## config.mk

```make
export PLATFORM = sky130hd
export DESIGN_NAME = uvdf_ctrl
export DESIGN_NICKNAME = d
export VERILOG_FILES = /design/src/hw/rtl/uvdf_pkg.sv /design/src/hw/rtl/uvdf_ctrl.sv
export SDC_FILE = /design/constraint.sdc
export NUM_CORES = 1
export LEC_CHECK = 0
export BUFFER_PORTS_ARGS = -buffer_cell sky130_fd_sc_hd__buf_2
export CAP_MARGIN = 25
export CORE_MARGIN = 2
export CORE_UTILIZATION = 53
export CTS_BUF_LIST = sky130_fd_sc_hd__clkbuf_4 sky130_fd_sc_hd__clkbuf_8 sky130_fd_sc_hd__clkbuf_16
export CTS_CLUSTER_DIAMETER = 30
export DETAILED_ROUTE_END_ITERATION = 10
export PLACE_DENSITY = 0.93
export SYNTH_ARGS = -nofsm -noshare
export SYNTH_HDL_FRONTEND = slang
export SYNTH_SLANG_ARGS = --single-unit
```

## constraint.sdc

```tcl
create_clock -name i_clk -period 2.73 [get_ports i_clk]
set_input_delay 0.1365 -clock i_clk [delete_from_list [all_inputs] [get_ports i_clk]]
set_output_delay 0.1365 -clock i_clk [all_outputs]
set_load 0.005 [all_outputs]
```

## src/hw/rtl/uvdf_pkg.sv

```systemverilog
// Shared types, constants and the multiply schedule of the uv distance range flagger.
package uvdf_pkg;

    localparam int unsigned MAX_CORR   = 4;
    localparam int unsigned CORR_W     = 3;
    localparam int unsigned CNT_W      = 48;
    localparam int unsigned FLAG_W     = 8;
    localparam int unsigned CFG_IDX_W  = 2;
    localparam int unsigned CFG_DATA_W = 48;
    localparam int unsigned STEP_W     = 5;

    localparam int unsigned LO_W = 65;
    localparam int unsigned F2_W = 64;
    localparam int unsigned P5_W = 129;
    localparam int unsigned P7_W = 193;

    localparam logic [127:0] LIGHT_SPEED = 128'd299792458;
    localparam logic [127:0] C_SQR       = LIGHT_SPEED * LIGHT_SPEED;
    localparam logic [127:0] RECIP_FULL  = (128'd1 << 120) / C_SQR;
    localparam logic [63:0]  RECIP_C2    = 64'(RECIP_FULL);

    localparam logic [STEP_W-1:0] LAST_STEP = 5'd21;

    typedef enum logic [CFG_IDX_W-1:0] {
        CFG_UV_MIN,
        CFG_UV_MAX,
        CFG_FLAG_MASK,
        CFG_CORR_COUNT
    } t_cfg_idx;

    typedef enum logic [2:0] {
        OPND_ZERO,
        OPND_DU,
        OPND_DV,
        OPND_FREQ,
        OPND_LO,
        OPND_F2,
        OPND_P5,
        OPND_K
    } t_opnd;

    typedef enum logic [2:0] {
        TGT_NONE,
        TGT_LO,
        TGT_F2,
        TGT_P5,
        TGT_P7
    } t_tgt;

    typedef enum logic [1:0] {
        ST_IDLE,
        ST_CALC,
        ST_FINISH
    } t_state;

    typedef struct packed {
        t_opnd      a_sel;
        logic [2:0] a_idx;
        t_opnd      b_sel;
        logic [2:0] b_idx;
        t_tgt       tgt;
        logic [2:0] sh;
    } t_mul_op;

    typedef struct packed {
        logic    capture;
        t_mul_op mul;
        logic    finish;
    } t_dp_cmd;

    typedef struct packed {
        logic need_calc;
        logic out_free;
    } t_dp_stat;

    localparam t_mul_op MUL_NOP = '{
        a_sel: OPND_ZERO, a_idx: 3'd0, b_sel: OPND_ZERO, b_idx: 3'd0,
        tgt: TGT_NONE, sh: 3'd0
    };

    // Limb products: squares, then lo*f^2 into p5, then p5*K into p7.
    function automatic t_mul_op mul_op(input logic [STEP_W-1:0] step);
        t_mul_op    op;
        logic [3:0] k;
        op = MUL_NOP;
        k  = 4'd0;
        case (step)
            5'd0: begin
                op.a_sel = OPND_DU;
                op.b_sel = OPND_DU;
                op.tgt   = TGT_LO;
            end
            5'd1: begin
                op.a_sel = OPND_DV;
                op.b_sel = OPND_DV;
                op.tgt   = TGT_LO;
            end
            5'd2: begin
                op.a_sel = OPND_FREQ;
                op.b_sel = OPND_FREQ;
                op.tgt   = TGT_F2;
            end
            default: begin
                if (step >= 5'd4 && step <= 5'd9) begin
                    k        = 4'(step - 5'd4);
                    op.a_sel = OPND_LO;
                    op.a_idx = {1'b0, k[2:1]};
                    op.b_sel = OPND_F2;
                    op.b_idx = {2'b00, k[0]};
                    op.tgt   = TGT_P5;
                    op.sh    = {1'b0, k[2:1]} + {2'b00, k[0]};
                end else if (step >= 5'd11 && step <= 5'd20) begin
                    k        = 4'(step - 5'd11);
                    op.a_sel = OPND_P5;
                    op.a_idx = k[3:1];
                    op.b_sel = OPND_K;
                    op.b_idx = {2'b00, k[0]};
                    op.tgt   = TGT_P7;
                    op.sh    = k[3:1] + {2'b00, k[0]};
                end
            end
        endcase
        return op;
    endfunction

endpackage

```

## src/hw/rtl/uvdf_ctrl.sv

```systemverilog
// Controller state machine: accepts items, sequences the multiply steps, releases results.
module uvdf_ctrl (
    input  logic               i_clk,
    input  logic               i_rst_n,
    input  logic               i_in_valid,
    output logic               o_in_ready,
    input  uvdf_pkg::t_dp_stat i_stat,
    output uvdf_pkg::t_dp_cmd  o_cmd
);
    import uvdf_pkg::*;

    t_state              r_state, n_state;
    logic [STEP_W-1:0]   r_step, n_step;

    always_ff @(posedge i_clk) begin
        if (!i_rst_n) begin
            r_state <= ST_IDLE;
            r_step  <= '0;
        end else begin
            r_state <= n_state;
            r_step  <= n_step;
        end
    end

    always_comb begin
        n_state       = r_state;
        n_step        = r_step;
        o_in_ready    = 1'b0;
        o_cmd.capture = 1'b0;
        o_cmd.mul     = MUL_NOP;
        o_cmd.finish  = 1'b0;
        case (r_state)
            ST_IDLE: begin
                o_in_ready = 1'b1;
                n_step     = '0;
                if (i_in_valid) begin
                    o_cmd.capture = 1'b1;
                    n_state       = ST_CALC;
                end
            end
            ST_CALC: begin
                if (!i_stat.need_calc) begin
                    n_state = ST_FINISH;
                end else begin
                    o_cmd.mul = mul_op(r_step);
                    n_step    = r_step + 5'd1;
                    if (r_step == LAST_STEP) begin
                        n_state = ST_FINISH;
                    end
                end
            end
            ST_FINISH: begin
                if (i_stat.out_free) begin
                    o_cmd.finish = 1'b1;
                    n_state      = ST_IDLE;
                end
            end
            default: begin
                n_state = ST_IDLE;
            end
        endcase
    end

endmodule

```

==> impl_metrics.yaml, run 1 <==
status:
  outcome: "finished, final reports clean"
critical_path:
  critPathLaunch: "r_step[0]$_SDFFE_PN0P_"
  reg2reg_depth: 4
  timing.rr.end: "r_state[1]$_SDFFE_PN0P_"
  worstSetupStartpointType: "flop"
  critPathCapture: "o_cmd[14]"
  cp_max_fo: 11
  critPathCaptureType: "primary output"
  r2r-start: "r_step[1]$_SDFFE_PN0P_"
  required_ns: 2.59
  critPathKind: "flop to primary output"
  r2r_slack_ns: 1.27
  arrival_ns: 2.29
timing:
  fin_crit_ns: 2.43
  rsz0062_at_grt: "false"
  maxSlewViolCount: 0
  finalSetupTns_ns: 0
  max_freq_ghz: 0.412
  finalCritPeriodShare_pct: 89.0
  finalHoldViolCount: 0
  worst_slack_ns: 0.300
  setup_viol: 0
  clock_skew_ns: 0.00105
global_route:
  grt_max_degree: 14
  grt_pass1_vias: 731
  grt_use_total_pct: 21.0
  grt_pass1_wl_um: 2990
  antenna_found_initial: 0
  gr-total-overflow: 0
clocking:
  cts-root-buf: "clkbuf_4"
  cts_max_path_buffers: 2
  cts_hold_buf: 0
  clk_latency_ns: 0.25
  cts-htree-levels: 1
  cts_tree: "yes"
  ctsResizeCount: 0
  cts_setup_buffers: 0
  clock-sinks: 7
  numCtsBuffers: 3
  path_clk_slew_ns: 0.05
layout:
  num_antenna_cells: 0
  drive_gt1_share_pct: 28.5
  area_growth_syn_to_layout_pct: 10.4
  final_cell_mix: "buf_2, inv_1, ha_1"
  nNetsFinal: 138
  final_common_cell: "buf_2"
die:
  start_util_pct: 55.8
  fp.dieW_um: 43.4
  std_cell_rows: 14
  die_h_um: 43.4
  die-area_um2: 1880
  design.core.area_um2: 1470
  pin_count: 26
placement:
  preCtsSetupSlack_ns: 0.587
  numPortBuffers: 23
  dp_hpwl_um: 1390
  gp_congestion: 0.891
detailed_routing:
  routed_wl_um: 1690
  drt_first_pass_iters: 4
  viasPerCell: 5.60
  ant_nets: 0
  vias: 779
  drt_iter0_drc: 17
  wl_per_cell_um: 12.2
  drc: 0
power_and_ir_drop:
  vdd_drop_max_mv: 0.223
  powerDensity_nw_per_um2: 285
  p_leak_nw: 0.447
synth:
  seq_area_frac_synth_pct: 17.1
  netlist_area_um2: 821
  synthCells: 104
  ys_ff_latch: 7
  synth_cell_types: 37
  yosysWarnings: 0
  syn_avg_cell_area_um2: 7.89
worst_hold_path:
  hold_path_class: "primary input to flop"
  min_path_cells: 3
flow_run:
  cap_violations: 0
layout make-up:
class | count | area [µm²]
clock buffers | 4 | 30.0
fillers | 134 | 566
repair buffers | 24 | 123
inverters | 9 | 33.8
multi-input cells | 79 | 559
flip-flops and latches | 7 | 140
well taps | 16 | 20.0
how the worst min path moves through the flow:
stage / startpoint / endpoint / slack, ns
floorplan: i_rst_n / r_state[0]$_SDFFE_PN0P_ / 0.25
global placement: i_in_valid / r_state[0]$_SDFFE_PN0P_ / 0.40
detailed placement: i_in_valid / r_state[0]$_SDFFE_PN0P_ / 0.42
CTS: i_in_valid / r_state[0]$_SDFFE_PN0P_ / 0.15
global route: i_in_valid / r_state[0]$_SDFFE_PN0P_ / 0.15
finish: i_in_valid / r_state[0]$_SDFFE_PN0P_ / 0.15
power by group:
part,switching (mW),internal (mW)
Sequential,0.00432,0.106
Combinational,0.0250,0.0201
Clock,0.0372,0.0656
critical path, cell delays in order (launching register included):
cell     delay (ns)
dfxtp_1        0.50
inv_1          0.19
ha_1           0.27
or3_1          0.41
a21oi_2        0.19
and3_4         0.23
a22o_1         0.15
buf_2          0.11
layer usage:
| metal | routed length, µm | vias up | global-route usage (%) |
|---|---|---|---|
| met4 | 99 | 0 | 17.6 |
| met2 | 821 | 34 | 34.6 |
| li1 | - | 393 | - |
| met3 | 103 | 11 | 1.25 |
| met1 | 666 | 341 | 24.7 |
| met5 | 0 | - | 0 |
stage by stage:
stage	power (mW)	util (%)	hold WS, ns	std cells	cell area (µm²)
3_5_place_dp	0.157	59.5	0.415	135	876
4_1_cts	0.262	61.6	0.145	139	906
6_report	0.258	61.6	0.148	139	906
5_1_grt	0.274	61.6	0.154	139	906
3_3_place_gp	0.156	59.5	0.403	135	876
2_1_floorplan	0.144	-	0.253	105	825
registers in the layout (all words and copies together) (netlist names):
name,count
r_step,5
r_state,2
cell usage after synthesis:
master	instances	area (µm²)
inv_1	9	33.8
and3b_1	1	8.76
a31o_2	1	8.76
a21oi_1	6	30.0
mux2i_1	1	10.0
conb_1	1	3.75
o211ai_1	1	7.51
o21ai_0	8	40.0
a211oi_1	1	7.51
ha_1	9	113
nor3_2	1	10.0
or2_2	1	6.26
nor2_1	3	11.3
o2bb2ai_1	1	8.76
xnor2_1	3	26.3
and3_4	1	11.3
dfxtp_1	7	140
o21ai_1	1	5.00
and2_1	4	25.0
a21boi_0	2	15.0
a311o_1	1	10.0
a21boi_1	1	7.51
nor2b_1	1	6.26
a21oi_2	1	8.76
nand2_1	8	30.0
clkbuf_1	2	7.51
a311oi_2	1	15.0
or3_1	3	18.8
nand3_1	6	30.0
nand3b_1	1	7.51
nand2b_4	1	13.8
buf_12	1	20.0
and3_1	2	12.5
buf_4	4	30.0
nand2b_1	2	12.5
a22o_1	4	35.0
buf_6	3	33.8
cell families after synthesis:
logic type                 Yosys count  synth area share, %
adders and majority gates            9                 13.7
buffers and inverters               19                 15.2
DFF                                  7                 17.1
and+or+nand+nor                     35                 24.8
muxes                                1                 1.22
other                                1                0.457
AOI/OAI and AO/OA                   29                 24.2
xor gates and xnor gates             3                 3.20
No activity file was read; power rests on OpenSTA's default activity.
==> run 2, diff against run 1 <==
--- a/config.mk
+++ b/config.mk
@@ -5,14 +5,15 @@
 export SDC_FILE = /design/constraint.sdc
 export NUM_CORES = 1
 export LEC_CHECK = 0
+export ABC_AREA = 1
 export BUFFER_PORTS_ARGS = -buffer_cell sky130_fd_sc_hd__buf_2
 export CAP_MARGIN = 25
 export CORE_MARGIN = 2
-export CORE_UTILIZATION = 53
+export CORE_UTILIZATION = 55
 export CTS_BUF_LIST = sky130_fd_sc_hd__clkbuf_4 sky130_fd_sc_hd__clkbuf_8 sky130_fd_sc_hd__clkbuf_16
 export CTS_CLUSTER_DIAMETER = 30
 export DETAILED_ROUTE_END_ITERATION = 10
-export PLACE_DENSITY = 0.93
+export PLACE_DENSITY = 0.94
 export SYNTH_ARGS = -nofsm -noshare
 export SYNTH_HDL_FRONTEND = slang
 export SYNTH_SLANG_ARGS = --single-unit
==> run 2 against run 1 <==
Effect of this change:
- critical path depth up 3
- sequential power hardly changed
- cell area grew 15%
- count of clock-buffer cells in the layout stayed put
- worst setup slack improved by 0.34 ns
==> impl_metrics.yaml, run 2 <==
status:
  outcome: "finished, final reports clean"
timing:
  rsz0062_at_grt: "false"
  clock_skew_ns: 0.00249
  finalSetupTns_ns: 0
  fin_crit_ns: 2.09
  maxSlewViolCount: 0
  finalHoldViolCount: 0
  setup_viol: 0
  max_freq_ghz: 0.478
  finalCritPeriodShare_pct: 76.7
placement:
  gp_congestion: 0.857
  numPortBuffers: 23
  placed_cell_area_um2: 1010
  dp_hpwl_um: 1820
layout:
  reg_top3: "r_step (5), r_state (2)"
  largest_reg_flops: 5
  top_register: "r_step"
  num_antenna_cells: 0
  drive_gt1_share_pct: 33.8
  fin_area_um2: 1040
  nNetsFinal: 175
  final_cell_mix: "nand2_1, buf_2, nand3_1"
  area_growth_syn_to_layout_pct: 15.5
  final_common_cell: "nand2_1"
power_and_ir_drop:
  swShare_pct: 30.1
  p_int_uw: 193
  p_sw_uw: 83.3
  clkPwrFrac_pct: 37.7
  vdd_drop_max_mv: 0.239
  pwr-share-comb_pct: 22.2
  power_frac_seq_pct: 40.0
  powerDensity_nw_per_um2: 267
  p_leak_nw: 0.625
detailed_routing:
  drt_first_pass_iters: 4
  wl_per_cell_um: 12.9
  ant_nets: 0
  routed_wl_um: 2280
  viasPerCell: 5.49
  drt_iter0_drc: 31
  drc: 0
  vias: 967
critical_path:
  cp_slowest_cell: "dfxtp_1"
  critPathCaptureType: "primary output"
  worstPathCellList: "inv_1 -> ha_1 -> nand2_1 -> nand3_2 -> nand2_4 -> inv_4 -> nor2_8 -> nand3_1 -> nand2_1 -> buf_2"
  cp_max_fo: 8
  critPathKind: "flop to primary output"
  arrival_ns: 1.96
  required_ns: 2.59
  cpMostUsedCell: "nand2_1"
  reg2reg_depth: 5
  slowest_delay_ns: 0.50
  worstSetupStartpointType: "flop"
worst_hold_path:
  min_path_cells: 3
  hold_path_class: "primary input to flop"
synth:
  synth_compound_area_share_pct: 9.19
  synth-main-ff-cell: "dfxtp_1"
  async_flop_share_pct: 0
  syn_avg_cell_area_um2: 6.61
  yosysTopAreaCell: "dfxtp_1"
  yosys.area_share.simple_pct: 49.0
  netlist_area_um2: 898
  synth_top_family_by_area: "simple AND/OR/NAND/NOR gates"
  ys_ff_latch: 7
  yosysWarnings: 0
  synth_adder_area_share_pct: 12.5
  muxShareOfSynthArea_pct: 0
  synth_cell_types: 24
  synth_xor_area_share_pct: 0
  synth_top_area_share_pct: 15.6
  synth_area_leaders: "dfxtp_1, nand2_1, ha_1"
  synthCells: 136
  seq_area_frac_synth_pct: 15.6
  synth-edff-count: 0
  yosysMostFrequentCell: "nand2_1"
  synth_common_cells: "nand2_1, nand3_1, inv_1"
die:
  pin_count: 26
  std_cell_rows: 14
  fp.dieW_um: 44.4
  start_util_pct: 58.9
  die_h_um: 44.4
  die-area_um2: 1970
  design.core.area_um2: 1520
clocking:
  path_clk_slew_ns: 0.05
  cts_tree: "yes"
  clock-sinks: 7
  ctsResizeCount: 0
  numCtsBuffers: 3
  cts_hold_buf: 0
  cts-root-buf: "clkbuf_4"
  cts-htree-levels: 1
  cts_max_path_buffers: 2
  clk_latency_ns: 0.26
  cts_setup_buffers: 0
global_route:
  grt_pass1_vias: 880
  antenna_found_initial: 0
  grt_pass1_wl_um: 3750
  grt_max_degree: 11
  grt_use_total_pct: 26.5
  gr-total-overflow: 0
flow_run:
  cap_violations: 0
[run 2: changes by cell type after synthesis, sizes merged, moves of 4 or more]
cell	delta
and2	-4
inv	+13
nand3	+18
a22o	-4
buf	-4
nor2	+9
nand2	+30
[run 2: final timing paths]
kind	start	endpoint	slack, ns
max	r_step[1]$_SDFFE_PN0P_	o_cmd[13]	0.64
min	i_in_valid	r_state[0]$_SDFFE_PN0P_	0.17
max reg2reg	r_step[1]$_SDFFE_PN0P_	r_step[2]$_SDFFE_PN0P_	1.27
min reg2reg	r_state[1]$_SDFFE_PN0P_	r_state[1]$_SDFFE_PN0P_	0.52
[run 2: per-stage QoR]
stage	setup WS (ns)	util, %	total power [mW]	std cells	hold WS (ns)
after global placement	0.996	66.1	0.169	172	0.414
after detailed placement	0.921	66.1	0.173	172	0.430
final	0.637	68.1	0.277	176	0.170
after global routing	0.459	68.1	0.294	176	0.174
after floorplan	1.21	-	0.156	137	0.261
after CTS	0.636	68.1	0.278	176	0.162
[run 2: critical path, delay by kind of cell (launching register included)]
family	cells	cell delay, ns
buffers and inverters	3	0.35
AND/OR/NAND/NOR	6	0.60
adder cells (fa/ha/maj)	1	0.25
flip-flops	1	0.50
[run 2: layout make-up]
type                            instances  area [µm²]
Multi-Input combinational cell        103         643
Fill cell                             125         487
Sequential cell                         7         140
Timing Repair Buffer                   23         115
Inverter                               23        88.8
Clock buffer                            4        30.0
Tap cell                               16        20.0
[run 2: cell families after synthesis]
family                   Yosys count
adder cells (fa/ha/maj)            9
flip-flops                         7
buffers and inverters             27
other                              1
AND/OR/NAND/NOR                   76
AO/OA/AOI/OAI                     16
[run 2: routing by layer]
layer  wire length, µm  GRT usage, %  up-vias
li1                  -             -      478
met1               872          26.7      435
met2              1210          47.9       44
met3               139          9.39       10
met4                57          12.7        0
met5                 0             0        -
[run 2: power groups by stage]
stage          Combinational (mW)  Clock [mW]  Sequential (mW)
2_1_floorplan              0.0444           0            0.112
6_report                   0.0615       0.104            0.111
4_1_cts                    0.0609       0.107            0.111
5_1_grt                    0.0698       0.114            0.111
3_5_place_dp               0.0607           0            0.112
3_3_place_gp               0.0572           0            0.112
==> run 3, diff against run 2 <==
--- a/config.mk
+++ b/config.mk
@@ -5,15 +5,15 @@
 export SDC_FILE = /design/constraint.sdc
 export NUM_CORES = 1
 export LEC_CHECK = 0
-export ABC_AREA = 1
+export ABC_AREA = 0
 export BUFFER_PORTS_ARGS = -buffer_cell sky130_fd_sc_hd__buf_2
 export CAP_MARGIN = 25
 export CORE_MARGIN = 2
-export CORE_UTILIZATION = 55
+export CORE_UTILIZATION = 50
 export CTS_BUF_LIST = sky130_fd_sc_hd__clkbuf_4 sky130_fd_sc_hd__clkbuf_8 sky130_fd_sc_hd__clkbuf_16
 export CTS_CLUSTER_DIAMETER = 30
 export DETAILED_ROUTE_END_ITERATION = 10
-export PLACE_DENSITY = 0.94
+export PLACE_DENSITY = 0.89
 export SYNTH_ARGS = -nofsm -noshare
 export SYNTH_HDL_FRONTEND = slang
 export SYNTH_SLANG_ARGS = --single-unit
==> constraint.sdc (replaced) <==
create_clock -name i_clk -period 2 [get_ports i_clk]
set_input_delay 0.1 -clock i_clk [delete_from_list [all_inputs] [get_ports i_clk]]
set_output_delay 0.1 -clock i_clk [all_outputs]
set_load 0.005 [all_outputs]
==> run 3 against run 2 <==
Effect of this change:
- the flow now finishes with violations (setup timing)
- first-iteration DRC count down 52%
- largest power group unchanged
- sequential share of layout area up 0.11 points
- die area up 0.45%
==> impl_metrics.yaml, run 3 (synthesis results as in run 1) <==
detailed_routing:
  drc: 0
  viasPerCell: 5.50
  vias: 814
  drt_iter0_drc: 15
  ant_nets: 0
  wl_per_cell_um: 13.2
  routed_wl_um: 1960
  drt_first_pass_iters: 4
global_route:
  grt_pass1_wl_um: 3000
  antenna_found_initial: 0
  grt_pass1_vias: 695
  grt_max_degree: 11
  grt_use_total_pct: 21.0
  gr-total-overflow: 0
layout:
  fin_area_um2: 1070
  largest_reg_flops: 5
  drive_gt1_share_pct: 45.5
  final_common_cell: "buf_2"
  fillCellCount: 125
  final_cell_mix: "buf_2, buf_4, o21ai_0, nand2_1"
  nNetsFinal: 147
  seq_area_um2: 146
  num_antenna_cells: 0
  fin_cells: 148
  top_register: "r_step"
  area_growth_syn_to_layout_pct: 30.9
  reg_top3: "r_step (5), r_state (2)"
  multi_input_area_um2: 637
power_and_ir_drop:
  p_leak_nw: 0.504
  vdd_drop_max_mv: 0.332
  total_power_uw: 366
  powerDensity_nw_per_um2: 340
clocking:
  path_clk_slew_ns: 0.05
  cts_hold_buf: 0
  cts_tree: "yes"
  numCtsBuffers: 3
  clock-sinks: 7
  cts_max_path_buffers: 2
  clk_latency_ns: 0.25
  cts-root-buf: "clkbuf_4"
  cts-htree-levels: 1
critical_path:
  timing.rr.end: "r_step[4]$_SDFFE_PN0P_"
  critPathLaunch: "r_step[0]$_SDFFE_PN0P_"
  critPathCaptureType: "primary output"
  cp_max_fo: 6
  worstSetupStartpointType: "flop"
  arrival_ns: 1.91
  required_ns: 1.90
  reg2reg_depth: 4
  r2r-start: "r_state[1]$_SDFFE_PN0P_"
  critPathKind: "flop to primary output"
  r2r_slack_ns: 0.52
worst_hold_path:
  min_from: "i_in_valid"
  min_delay_worst_endpoint: "r_state[0]$_SDFFE_PN0P_"
  hold_path_class: "primary input to flop"
  min_path_cells: 3
die:
  start_util_pct: 53.9
  std_cell_rows: 14
  design.core.area_um2: 1520
  die_h_um: 44.5
  pin_count: 26
  fp.dieW_um: 44.5
  die-area_um2: 1980
timing:
  finalCritPeriodShare_pct: 101
  max_freq_ghz: 0.497
  worst_slack_ns: -0.0134
  setup_viol: 4
  clock_skew_ns: 0.00103
  maxSlewViolCount: 0
  rsz0062_at_grt: "true"
  finalSetupTns_ns: -0.0254
  finalHoldViolCount: 0
  fin_crit_ns: 2.01
status:
  outcome: "complete, but fails checks"
  violations: "setup timing"
flow_run:
  cap_violations: 0
placement:
  gp_congestion: 0.863
  numPortBuffers: 23
  dp_hpwl_um: 1390
  placed_cell_area_um2: 906
  dp.cells: 139
-- run 3: layout make-up --
class,instances,share of cell area [%]
repair buffers,33,18.6
inverters,9,3.84
well taps,16,1.86
multi-input cells,79,59.3
flip-flops and latches,7,13.6
clock buffers,4,2.79
-- run 3: worst max-delay path: stages (launching register included) --
cell and delay (ns):
dfxtp_4 0.39, inv_6 0.06, ha_4 0.16, or3_1 0.38, a21oi_2 0.18, and3_4 0.24, a22o_1 0.14, buf_2 0.11
-- run 3: timing repair --
item                                    CTS  global route
pin swaps                                 5             4
setup buffers                             0             5
endpoints found under the setup margin   11            10
resized for setup                        15            11
-- run 3: report_power, final --
| part | switching, mW | leakage (nW) | internal [mW] |
|---|---|---|---|
| sequential | 0.00572 | 0.0586 | 0.144 |
| combinational | 0.0405 | 0.427 | 0.0362 |
| clock | 0.0501 | 0.0184 | 0.0895 |
-- run 3: layer usage --
metal / up-vias / track usage, % / share of wire [%]
met5: - / 0 / 0
met4: 0 / 14.5 / 1.3
met3: 4 / 3.27 / 3.9
met2: 23 / 33.9 / 51
met1: 373 / 25.1 / 44
li1: 414 / - / -
-- run 3: worst max path at each step --
stage	end	slack (ns)	cells after the start
floorplan	o_cmd[13]	0.15	8
global placement	o_cmd[13]	0.19	7
detailed placement	o_cmd[13]	0.07	7
CTS	o_cmd[3]	-0.002	6
global route	o_cmd[13]	-0.09	7
finish	o_cmd[14]	-0.01	7
-- run 3: per-stage QoR --
step / hold slack, ns / util (%) / setup WS, ns
floorplan: 0.216 / - / 0.150
global route: 0.112 / 70.5 / -0.0884
global placement: 0.364 / 59.4 / 0.193
CTS: 0.100 / 65.3 / -0.00157
finish: 0.108 / 70.5 / -0.0134
detailed placement: 0.372 / 59.4 / 0.0718
